$ cat src/sv/shc_pkg.sv
package shc_pkg;

   localparam int unsigned NUM_MOTORS = 2;
   localparam int unsigned RAMP_SHIFT = 6;

   localparam logic [15:0] RESET_TARGET  = 16'd1000;
   localparam logic [15:0] RESET_START   = 16'd2000;
   localparam logic [15:0] RESET_PULLOFF = 16'd100;

   typedef enum logic [2:0] {
      CMD_TICK  = 3'd0,
      CMD_MOVE  = 3'd1,
      CMD_PULL  = 3'd2,
      CMD_CCW   = 3'd3,
      CMD_CW    = 3'd4,
      CMD_STOP  = 3'd5,
      CMD_ZSTOP = 3'd6,
      CMD_QUERY = 3'd7
   } cmd_type;

   localparam logic [2:0] M_RELAX = 3'd0;
   localparam logic [2:0] M_RUN   = 3'd1;
   localparam logic [2:0] M_STOP  = 3'd2;
   localparam logic [2:0] M_ZSTOP = 3'd3;
   localparam logic [2:0] M_MOVE  = 3'd4;
   localparam logic [2:0] M_PULL  = 3'd5;

   localparam logic [1:0] D_CW      = 2'd0;
   localparam logic [1:0] D_CCW     = 2'd1;
   localparam logic [1:0] D_STOPPED = 2'd2;

   localparam logic [1:0] ST_OK    = 2'd0;
   localparam logic [1:0] ST_REJ   = 2'd1;
   localparam logic [1:0] ST_LOWER = 2'd2;
   localparam logic [1:0] ST_UPPER = 2'd3;

   localparam logic [1:0] REG_TARGET_0 = 2'd0;
   localparam logic [1:0] REG_TARGET_1 = 2'd1;
   localparam logic [1:0] REG_START    = 2'd2;
   localparam logic [1:0] REG_PULLOFF  = 2'd3;

   typedef struct packed {
      logic [2:0]  command;
      logic        motor_index;
      logic signed [31:0] step_count;
      logic [1:0]  switches_0;
      logic [1:0]  switches_1;
   } req_type;

   typedef struct packed {
      logic [3:0]  coils_0;
      logic [3:0]  coils_1;
      logic [1:0]  status;
      logic signed [31:0] position;
      logic signed [31:0] steps_remaining;
      logic [2:0]  motor_mode;
      logic [1:0]  direction;
      logic [15:0] current_period;
   } rsp_type;

   typedef struct packed {
      logic [2:0]  mode;
      logic [1:0]  dir;
      logic [31:0] steps_to_go;
      logic [31:0] pos;
      logic [31:0] steps_at_switch;
      logic [15:0] ramp_step;
      logic [2:0]  phase;
      logic [15:0] period;
      logic [15:0] countdown;
      logic [3:0]  coil_latch;
   } motor_type;

   function automatic logic [3:0] coil_of(input logic [2:0] ph);
      logic [3:0] c;
      unique case (ph)
         3'd0: c = 4'b1000;
         3'd1: c = 4'b1010;
         3'd2: c = 4'b0010;
         3'd3: c = 4'b0110;
         3'd4: c = 4'b0100;
         3'd5: c = 4'b0101;
         3'd6: c = 4'b0001;
         default: c = 4'b1001;
      endcase
      return c;
   endfunction

   function automatic logic [15:0] nz(input logic [15:0] v);
      return (v == 16'd0) ? 16'd1 : v;
   endfunction

endpackage

$ cat src/sv/stepper_halfstep_controller_unit.sv
// The result of an accepted request is registered and valid in the next cycle.
// Throughput: one request per cycle; the result register stalls only when
// rsp_ready is low and the register is full, then it accepts again on take.
// Reset: synchronous, active high; motors relax, stopped, periods 1000,
// start period 2000, pull-off 100 full steps.
module stepper_halfstep_controller_unit import shc_pkg::*; (
   input  logic        clock,
   input  logic        reset,
   input  logic        req_valid,
   output logic        req_ready,
   input  req_type     req_data,
   output logic        rsp_valid,
   input  logic        rsp_ready,
   output rsp_type     rsp_data,
   input  logic        csr_we,
   input  logic [1:0]  csr_index,
   input  logic [15:0] csr_wdata
);

   logic [15:0] tgt0_ff, tgt1_ff, start_ff, pull_ff;
   logic        valid_ff;
   rsp_type     out_ff, out_in;
   logic        go;
   motor_type   s0, s1, sel;
   logic [1:0]  st0, st1;

   assign req_ready = !valid_ff || rsp_ready;
   assign go = req_valid && req_ready;

   shc_motor u_m0 (
      .clock, .reset, .go, .command(req_data.command),
      .selected(req_data.motor_index == 1'b0), .count(req_data.step_count),
      .sw(req_data.switches_0), .target(tgt0_ff), .start(start_ff),
      .pulloff(pull_ff), .cfg_load(csr_we && csr_index == REG_TARGET_0),
      .cfg_value(csr_wdata), .next_state(s0), .status(st0));
   shc_motor u_m1 (
      .clock, .reset, .go, .command(req_data.command),
      .selected(req_data.motor_index == 1'b1), .count(req_data.step_count),
      .sw(req_data.switches_1), .target(tgt1_ff), .start(start_ff),
      .pulloff(pull_ff), .cfg_load(csr_we && csr_index == REG_TARGET_1),
      .cfg_value(csr_wdata), .next_state(s1), .status(st1));

   // The result reflects the state after this request; rebuild it from next values.
   always_comb begin
      sel = req_data.motor_index ? s1 : s0;
      out_in.coils_0 = s0.coil_latch;
      out_in.coils_1 = s1.coil_latch;
      out_in.status = req_data.motor_index ? st1 : st0;
      out_in.position = sel.pos;
      out_in.steps_remaining = sel.steps_to_go;
      out_in.motor_mode = sel.mode;
      out_in.direction = sel.dir;
      out_in.current_period = sel.period;
   end

   always_ff @(posedge clock) begin
      if (reset) begin
         tgt0_ff <= RESET_TARGET; tgt1_ff <= RESET_TARGET;
         start_ff <= RESET_START; pull_ff <= RESET_PULLOFF;
         valid_ff <= 1'b0;
      end else begin
         if (csr_we) begin
            unique case (csr_index)
               REG_TARGET_0: tgt0_ff <= csr_wdata;
               REG_TARGET_1: tgt1_ff <= csr_wdata;
               REG_START:    start_ff <= csr_wdata;
               default:      pull_ff <= csr_wdata;
            endcase
         end
         if (req_ready) valid_ff <= req_valid;
      end
      if (go) out_ff <= out_in;
   end

   assign rsp_valid = valid_ff;
   assign rsp_data = out_ff;

   a_hold: assert property (@(posedge clock) disable iff (reset)
      valid_ff && !rsp_ready |=> valid_ff && $stable(out_ff))
      else $error("result lost under stall");
   a_load: assert property (@(posedge clock) disable iff (reset)
      go |=> valid_ff) else $error("accepted request gave no result");
   a_sel: assert property (@(posedge clock) disable iff (reset)
      s0.dir != 2'd3 && s1.dir != 2'd3) else $error("bad motor state");
endmodule

$ cat src/sv/shc_motor.sv
// One motor: timer, command action and supervision for one request.
module shc_motor import shc_pkg::*; (
   input  logic        clock,
   input  logic        reset,
   input  logic        go,
   input  logic [2:0]  command,
   input  logic        selected,
   input  logic [31:0] count,
   input  logic [1:0]  sw,
   input  logic [15:0] target,
   input  logic [15:0] start,
   input  logic [15:0] pulloff,
   input  logic        cfg_load,
   input  logic [15:0] cfg_value,
   output motor_type   next_state,
   output logic [1:0]  status
);

   motor_type m_ff, m_in;
   logic [15:0] tgt, sp, dec;
   logic [31:0] mag, n;
   logic        ok;
   logic signed [32:0] diff;

   always_comb begin
      m_in   = m_ff;
      status = ST_OK;
      tgt    = nz(target);
      sp     = nz(start);
      dec    = m_ff.period - m_ff.ramp_step;
      mag    = 32'd0 - count;
      if (mag == 32'h8000_0000) mag = 32'h7FFF_FFFF;
      n      = count;
      ok     = 1'b0;
      diff   = 33'sd0;
      if (go && command == CMD_TICK && m_ff.dir != D_STOPPED) begin
         if (m_ff.countdown > 16'd1) begin
            m_in.countdown = m_ff.countdown - 16'd1;
         end else begin
            if (m_ff.ramp_step != 16'd0) begin
               if (m_ff.period < m_ff.ramp_step || dec < tgt) begin
                  m_in.period = tgt;
                  m_in.ramp_step = 16'd0;
               end else begin
                  m_in.period = dec;
               end
            end
            m_in.coil_latch = coil_of(m_ff.phase);
            m_in.countdown = m_in.period;
            if (!m_ff.phase[0]) begin
               m_in.steps_to_go = m_ff.steps_to_go - 32'd1;
               m_in.pos = (m_ff.dir == D_CCW) ? m_ff.pos - 32'd1 : m_ff.pos + 32'd1;
            end
            if (!m_ff.phase[0] && (m_ff.mode == M_STOP || m_ff.mode == M_ZSTOP)) begin
               m_in.coil_latch = 4'd0;
               m_in.steps_to_go = 32'd0;
               m_in.dir = D_STOPPED;
            end else if (m_ff.dir == D_CCW) begin
               m_in.phase = m_ff.phase - 3'd1;
            end else begin
               m_in.phase = m_ff.phase + 3'd1;
            end
         end
      end else if (go && selected) begin
         unique case (cmd_type'(command))
            CMD_MOVE, CMD_PULL: begin
               if (m_ff.dir != D_STOPPED) begin
                  status = ST_REJ;
               end else if (command == CMD_PULL && sw != 2'd0) begin
                  if (count[31] && sw[0]) status = ST_REJ;
                  else begin
                     ok = 1'b1;
                     m_in.dir = count[31] ? D_CCW : D_CW;
                     n = count[31] ? mag : count;
                     m_in.steps_at_switch = n;
                     m_in.mode = M_PULL;
                  end
               end else if (count[31]) begin
                  if (sw != 2'd0) status = ST_REJ;
                  else begin
                     ok = 1'b1;
                     m_in.dir = D_CCW;
                     n = mag;
                     m_in.mode = M_MOVE;
                  end
               end else begin
                  if (sw[1]) status = ST_REJ;
                  else begin
                     ok = 1'b1;
                     m_in.dir = D_CW;
                     m_in.mode = sw[0] ? M_PULL : M_MOVE;
                  end
               end
               if (ok) m_in.steps_to_go = n;
            end
            CMD_CCW: begin
               if (sw[0]) status = ST_LOWER;
               else begin
                  ok = 1'b1; m_in.mode = M_RUN; m_in.dir = D_CCW;
               end
            end
            CMD_CW: begin
               if (sw[1]) status = ST_UPPER;
               else begin
                  ok = 1'b1; m_in.mode = M_RUN; m_in.dir = D_CW;
               end
            end
            CMD_STOP:  m_in.mode = M_STOP;
            CMD_ZSTOP: m_in.mode = M_ZSTOP;
            default: ;
         endcase
         if (ok) begin
            m_in.coil_latch = coil_of(m_ff.phase);
            if (sp >= tgt) begin
               m_in.period = sp;
               m_in.ramp_step = 16'd1 + ((sp - tgt) >> RAMP_SHIFT);
            end else begin
               m_in.period = tgt;
               m_in.ramp_step = 16'd0;
            end
            m_in.countdown = m_in.period;
         end
      end
      // Supervision works on the state left by the tick or command.
      if (go) begin
         diff = $signed({m_in.steps_at_switch[31], m_in.steps_at_switch})
              - $signed({m_in.steps_to_go[31], m_in.steps_to_go});
         unique case (m_in.mode)
            M_PULL: begin
               if ($signed(m_in.steps_to_go) < 32'sd2) m_in.mode = M_STOP;
               else if (diff >= $signed({17'd0, pulloff})) m_in.mode = M_MOVE;
            end
            M_MOVE, M_RUN: begin
               if (m_in.mode == M_MOVE && $signed(m_in.steps_to_go) < 32'sd2)
                  m_in.mode = M_STOP;
               if (sw != 2'd0) begin
                  if (m_in.dir == D_CCW) begin
                     if (m_in.mode == M_RUN) begin
                        if (sw[0]) m_in.mode = M_ZSTOP;
                     end else begin
                        m_in.mode = M_STOP;
                     end
                  end else if (sw[1]) begin
                     m_in.mode = M_STOP;
                  end
               end
            end
            M_STOP:  if (m_in.dir == D_STOPPED) m_in.mode = M_RELAX;
            M_ZSTOP: if (m_in.dir == D_STOPPED) begin
               m_in.pos = 32'd0; m_in.mode = M_RELAX;
            end
            default: ;
         endcase
      end
      // A new target period takes effect at once as the present period.
      if (cfg_load) begin
         m_in.period = nz(cfg_value);
         m_in.ramp_step = 16'd0;
      end
   end

   always_ff @(posedge clock) begin
      if (reset) begin
         m_ff <= '{mode: M_RELAX, dir: D_STOPPED, steps_to_go: 32'd0, pos: 32'd0,
                   steps_at_switch: 32'd0, ramp_step: 16'd0, phase: 3'd0,
                   period: RESET_TARGET, countdown: 16'd0, coil_latch: 4'd0};
      end else begin
         m_ff <= m_in;
      end
   end

   assign next_state = m_in;

   a_stopped_coils: assert property (@(posedge clock) disable iff (reset)
      (m_ff.dir != D_STOPPED) || $past(reset) || $past(m_ff.dir) != D_STOPPED
      || m_ff.coil_latch == $past(m_ff.coil_latch))
      else $error("coils changed while stopped");
   a_dir_legal: assert property (@(posedge clock) disable iff (reset)
      m_ff.dir != 2'd3) else $error("bad direction");
   a_count_run: assert property (@(posedge clock) disable iff (reset)
      m_ff.dir == D_STOPPED |=> m_ff.countdown == $past(m_ff.countdown)
      || $past(ok)) else $error("countdown moved while stopped");
endmodule

$ cat config.mk
export PLATFORM = sky130hd
export DESIGN_NAME = stepper_halfstep_controller_unit
export DESIGN_NICKNAME = d
export VERILOG_FILES = /design/src/sv/shc_pkg.sv /design/src/sv/stepper_halfstep_controller_unit.sv /design/src/sv/shc_motor.sv
export SDC_FILE = /design/constraint.sdc
export NUM_CORES = 2
export LEC_CHECK = 0
export ABC_CLOCK_PERIOD_IN_PS = 12800
export BUFFER_PORTS_ARGS = -buffer_cell sky130_fd_sc_hd__buf_4
export CAP_MARGIN = 20
export CORE_ASPECT_RATIO = 0.8
export CORE_MARGIN = 2
export CORE_UTILIZATION = 47
export CTS_CLUSTER_DIAMETER = 200
export CTS_CLUSTER_SIZE = 20
export DETAILED_ROUTE_END_ITERATION = 16
export RECOVER_POWER = 50
export SYNTH_ARGS = -nofsm -noshare
export SYNTH_HDL_FRONTEND = slang
export SYNTH_SLANG_ARGS = --single-unit
$ cat constraint.sdc
create_clock -name clock -period 12.8 [get_ports clock]
set_input_delay 2.56 -clock clock [delete_from_list [all_inputs] [get_ports clock]]
set_output_delay 2.56 -clock clock [all_outputs]
set_load 0.1 [all_outputs]
After elaboration in Yosys (flattened, before gate mapping)
Index checks and enable logic that the tools add are counted.
{ "totals": {"reg_bits": 472, "latchBits": 0, "mem_bits_rw": 0, "romBits": 0, "inputBits": 63, "out_inout_bits": 97, "memories": 0} }
{ "classes": {"addsub": 21, "n_mul": 0, "div": 0, "magnitude_cmp": 12, "n_eq_ne": 45, "n_shift": 0, "mux": 195, "n_bitwise": 2, "reduce_logical": 46} }
{ "op_table": {"columns": ["op", "n"], "rows": [
  ["32-bit two-way mux", 36],
  ["16-bit two-way mux", 26],
  ["36-bit two-way mux", 6],
  ["156-bit two-way mux", 1],
  ["34-bit two-way mux", 4],
  ["66-bit two-way mux", 2],
  ["64-bit two-way mux", 2],
  ["32-bit by 1-bit subtractor with 32-bit output (second input constant)", 4],
  ["3-bit two-way mux", 32],
  ["48-bit two-way mux", 2],
  ["5-bit two-way mux", 16],
  ["37-bit two-way mux", 2],
  ["35-bit two-way mux", 2],
  ["33-bit by 17-bit >= comparator with 1-bit output", 2],
  ["32-bit by 32-bit subtractor with 33-bit output", 2],
  ["32-bit by 1-bit adder with 32-bit output (second input constant)", 2],
  ["16-bit logical NOT", 4],
  ["16-bit < comparator", 4],
  ["32-bit by 3-bit < comparator with 1-bit output (second input constant)", 2],
  ["16-bit subtractor", 4],
  ["4-bit case mux with 7 select lines", 2],
  ["3-bit by 2-bit equality test with 1-bit output (second input constant)", 14],
  ["3-bit equality test (second input constant)", 13],
  ["1-bit two-way mux", 33],
  ["other kinds (29)", 104]
]} }

Depth between registers and ports, before layout
{ "depth": {"word_depth": 24, "mapped_depth": 45, "depth_no_buf": 41} }

Modules after synthesis
A second synthesis with hierarchy kept.
{ "unflattened": {"hier_cells": 5349, "hier_area_um2": 40289.9} }
{ "by_module_without_submodules": {"columns": ["module", "instances", "cells_per_inst", "area_per_inst_um2", "seq_area_each_um2"], "rows": [
  ["shc_motor (u_m1)", 1, 2478, 16951.3, 3123.0],
  ["shc_motor (u_m0)", 1, 2432, 16862.4, 3123.0],
  ["stepper_halfstep_controller_unit", 1, 439, 6476.2, 4154.0]
]} }

Worst setup path after synthesis
OpenSTA, ideal clock, no wires.
{ "synth_path": {"path_type": "input to register", "from": "input port rsp_ready", "to": "register out_ff (netlist bit rsp_data[18]), data pin", "setup_ps": 140, "arrival_ps": 12416, "required_ps": 12660, "setup_slack_ps": 244, "path_stages": 40, "path_buffers": 3, "path_cell_list": "nor2b_1 inv_1 nand2_1 clkinv_1 nand3_1 clkbuf_1 nor2_1 clkbuf_1 nand2_1 clkbuf_1 a21oi_1 a21oi_1 ha_1 inv_1 fa_1 nand2_1 nand2_1 a21oi_1 (+4 left out) a211oi_1 a21oi_1 xor2_1 ha_1 and4_1 a221o_1 a21o_1 a21o_1 a221oi_1 o41a_1 o311ai_0 nor4_1 o2111ai_1 nor4_1 o2111ai_1 nor4_2 nor3_1 a21boi_2"} }
{ "synth_lines": {"columns": ["item", "line_no", "text"], "rows": [
  ["start: declaration", "stepper_halfstep_controller_unit.sv:13", "input logic rsp_ready,"],
  ["end signal: assignment", "stepper_halfstep_controller_unit.sv:72", "if (go) out_ff <= out_in;"],
  ["end: declaration", "stepper_halfstep_controller_unit.sv:22", "rsp_type out_ff, out_in;"]
]} }

==> run_results.csv <==
group,metric,value,unit
critical_path,worstSetupStartpoint,"req_data[36]",
pwr,peakVddDrop,0.000108,V
global_route,grt_max_degree,76,
timing,hold_violations,0,
die,die_w,315,um
die,core,0.0769,mm^2
synth,syn_area,0.0364,mm^2
route,drc,0,
route,drt_iter0_drc,5395,
synth,synth_edf_count,95,
route,antenna_left,0,
die,initial_utilization,47.4,%
timing,rsz0062_at_grt,"no",
die,die_area,0.0797,mm^2
synth,yosys.area.top_type_share,20.7,%
cts,cts.htree.levels,1,
synth,ys_async_sr_fraction,0,%
cts,cts_num_sinks,472,
critical_path,cp_slowest_cell,"clkbuf_1",
die,io_pins,160,
timing,fin_crit_sh,95.6,%
synth,yosysTopAreaCell,"dfxtp_1",
synth,yosys_warnings,0,
timing,maxSlewHeadroom,-162,%
layout,final_nets,5210,
timing,hold-worst-slack,0.457,ns
synth,yosysMostFrequentCell,"nor2_1",
timing,setup_tns,0,ns
synth,seq_area_frac_synth,28.6,%
timing,setup_viol,0,
global_route,grt_overflow,0,
route,routed_wl,157,mm
critical_path,cp_data_arrival_time,12.75,ns
placed_design,port_buffers,159,
cts,cts_tree,"built",
synth,syn_nets,5180,
placed_design,post-dp-hpwl,122,mm
placed_design,place_inst,5871,
cts,clk_pin_slew,0.09,ns
route,wire_per_inst,26.6,um
placed_design,place_area,0.0387,mm^2
layout,syn_to_final_growth,7.37,%
synth,synthTopCellsByArea,"dfxtp_1 (21%), ha_1 (9.0%), edfxtp_1 (7.8%)",
critical_path,crit_required,13.31,ns
cts,clockBufferDepth,3,
layout,stdcell_count,5928,
synth,synth_flop_cell,"dfxtp_1",
timing,max_clock_freq,81.7,MHz
route,firstDrtPassIters,9,
pwr,p_leak,15.7,nW
status,status,"finished with violations",
critical_path,slowest_delay,2.24,ns
global_route,antenna_found_initial,17,
placed_design,gp_congestion,1.04,
synth,synth_common_cells,"nor2_1 (554), nand2_1 (525), a21oi_1 (501), dfxtp_1 (377), o21ai_0 (365)",
hold_path,hold_path_startpoint,"pull_ff[7]",
run,cap_violations,9,
die,placementRows,91,
critical_path,crit_fanout,48,
status,violations,"capacitance limit, slew limit",
hold_path,min_path_type,"reg -> reg",
synth,avgSynthCellArea,7.51,um^2
layout,drive_gt1_share,6.25,%
critical_path,end_kind,"register",
synth,synthesis.instances,4848,
route,num_vias,38100,
cts,clock_latency,0.65,ns
timing,worst_pin_slew,3.93,ns
critical_path,r2r_setup_slack,2.95,ns
route,drt-vias-per-instance,6.42,
cts,clock-root-buffer,"clkbuf_16",
timing,drv_slew,412,
timing,clock_skew,0.0327,ns
pwr,powerDensity,103,mW/mm^2
global_route,grt_pass1_wl,229,mm
die,die_y,253,um
layout,final_area,0.0391,mm^2
global_route,globalRouteTotalUtil,38.1,%
synth,synthDistinctLibCells,94,
global_route,grt_pass1_vias,34000,
critical_path,path_class,"in -> reg",
critical_path,critPathLaunchType,"primary input",
synth,ys_seq_elements,472,
cts,cts_inserted_buffers,27,
timing,min_period,12.24,ns
## power breakdown
part	internal [mW]	switching, mW	total [mW]
Sequential	1.56	0.0415	1.60
Clock	0.401	0.564	0.965
Combinational	0.455	0.989	1.44
## layout make-up
cell class              count  area (um^2)
diodes                      8         20.0
clock buffers              46          747
clock inverters             2         17.5
fillers                  7806        37800
inverters                 204          771
multi-input cells        3903        24300
flip-flops and latches    472        10400
well taps                1023         1280
repair buffers            270         1600
## critical path: cells and delay by family
kind	cells	cell delay, ns
AOI/OAI and AO/OA	15	4.15
xor gates and xnor gates	1	0.14
adders and majority gates	2	0.51
buffers and inverters	4	3.20
and+or+nand+nor	10	2.14
## kinds of logic after synthesis
| logic type | share of synthesized area, % |
|---|---|
| simple gates | 23.9 |
| compound gates | 25.7 |
| buf+inv | 5.01 |
| flops | 28.6 |
| fa+ha+maj | 9.51 |
| xor+xnor | 4.57 |
| mux | 2.82 |
## sequential cells by signal (all words and copies together) (netlist names), named ones only
signal,flops
u_m0.m_ff,137
u_m1.m_ff,137
rsp_data,95
pull_ff,16
start_ff,16
tgt0_ff,16
tgt1_ff,16
rsp_valid,1
## metrics by stage
stage                     utilization (%)  setup slack [ns]  total power [mW]
after floorplan                         -             0.244              2.60
after global placement               50.4             0.337              3.04
after detailed placement             50.4             0.260              3.04
after CTS                            51.4             0.893              3.99
after global routing                 50.8             0.171              4.17
final                                50.9             0.558              4.01
## layer usage
| metal | routed length, um | vias up | GRT usage [%] |
|---|---|---|---|
| met4 | 4770 | 13 | 10.1 |
| met1 | 71100 | 18100 | 56.3 |
| li1 | - | 17600 | - |
| met3 | 20700 | 288 | 12.6 |
| met5 | 173 | - | 0 |
| met2 | 60700 | 2072 | 52.1 |
## timing repair
item | 4_1_cts | 5_1_grt
gates resized for setup | 0 | 1
setup buffers | 0 | 0
hold buffers | 0 | 0
setup endpoints to repair | 0 | 1
endpoints found under the hold margin | 0 | 0
## path summary, 6_finish.rpt
| check | to | cells after the start |
|---|---|---|
| worst max-delay path | rsp_data[18] | 32 |
| worst min register to register | pull_ff[7] | 2 |
| worst min-delay path | pull_ff[7] | 2 |
| worst max register to register | rsp_data[18] | 31 |
## layout by cell type, fill, tap and decap left out, types with 70 or more instances in the layout
master,instances
clkbuf_1,134
inv_1,200
xnor2_1,123
nand2_1,523
nor2_1,551
mux2i_1,70
a21o_1,73
nor3_1,140
o21ai_0,364
edfxtp_1,95
and2_1,79
ha_1,263
nand3_1,104
a21oi_1,501
dfxtp_1,377
buf_4,154
No activity file was read; power rests on OpenSTA's default activity.
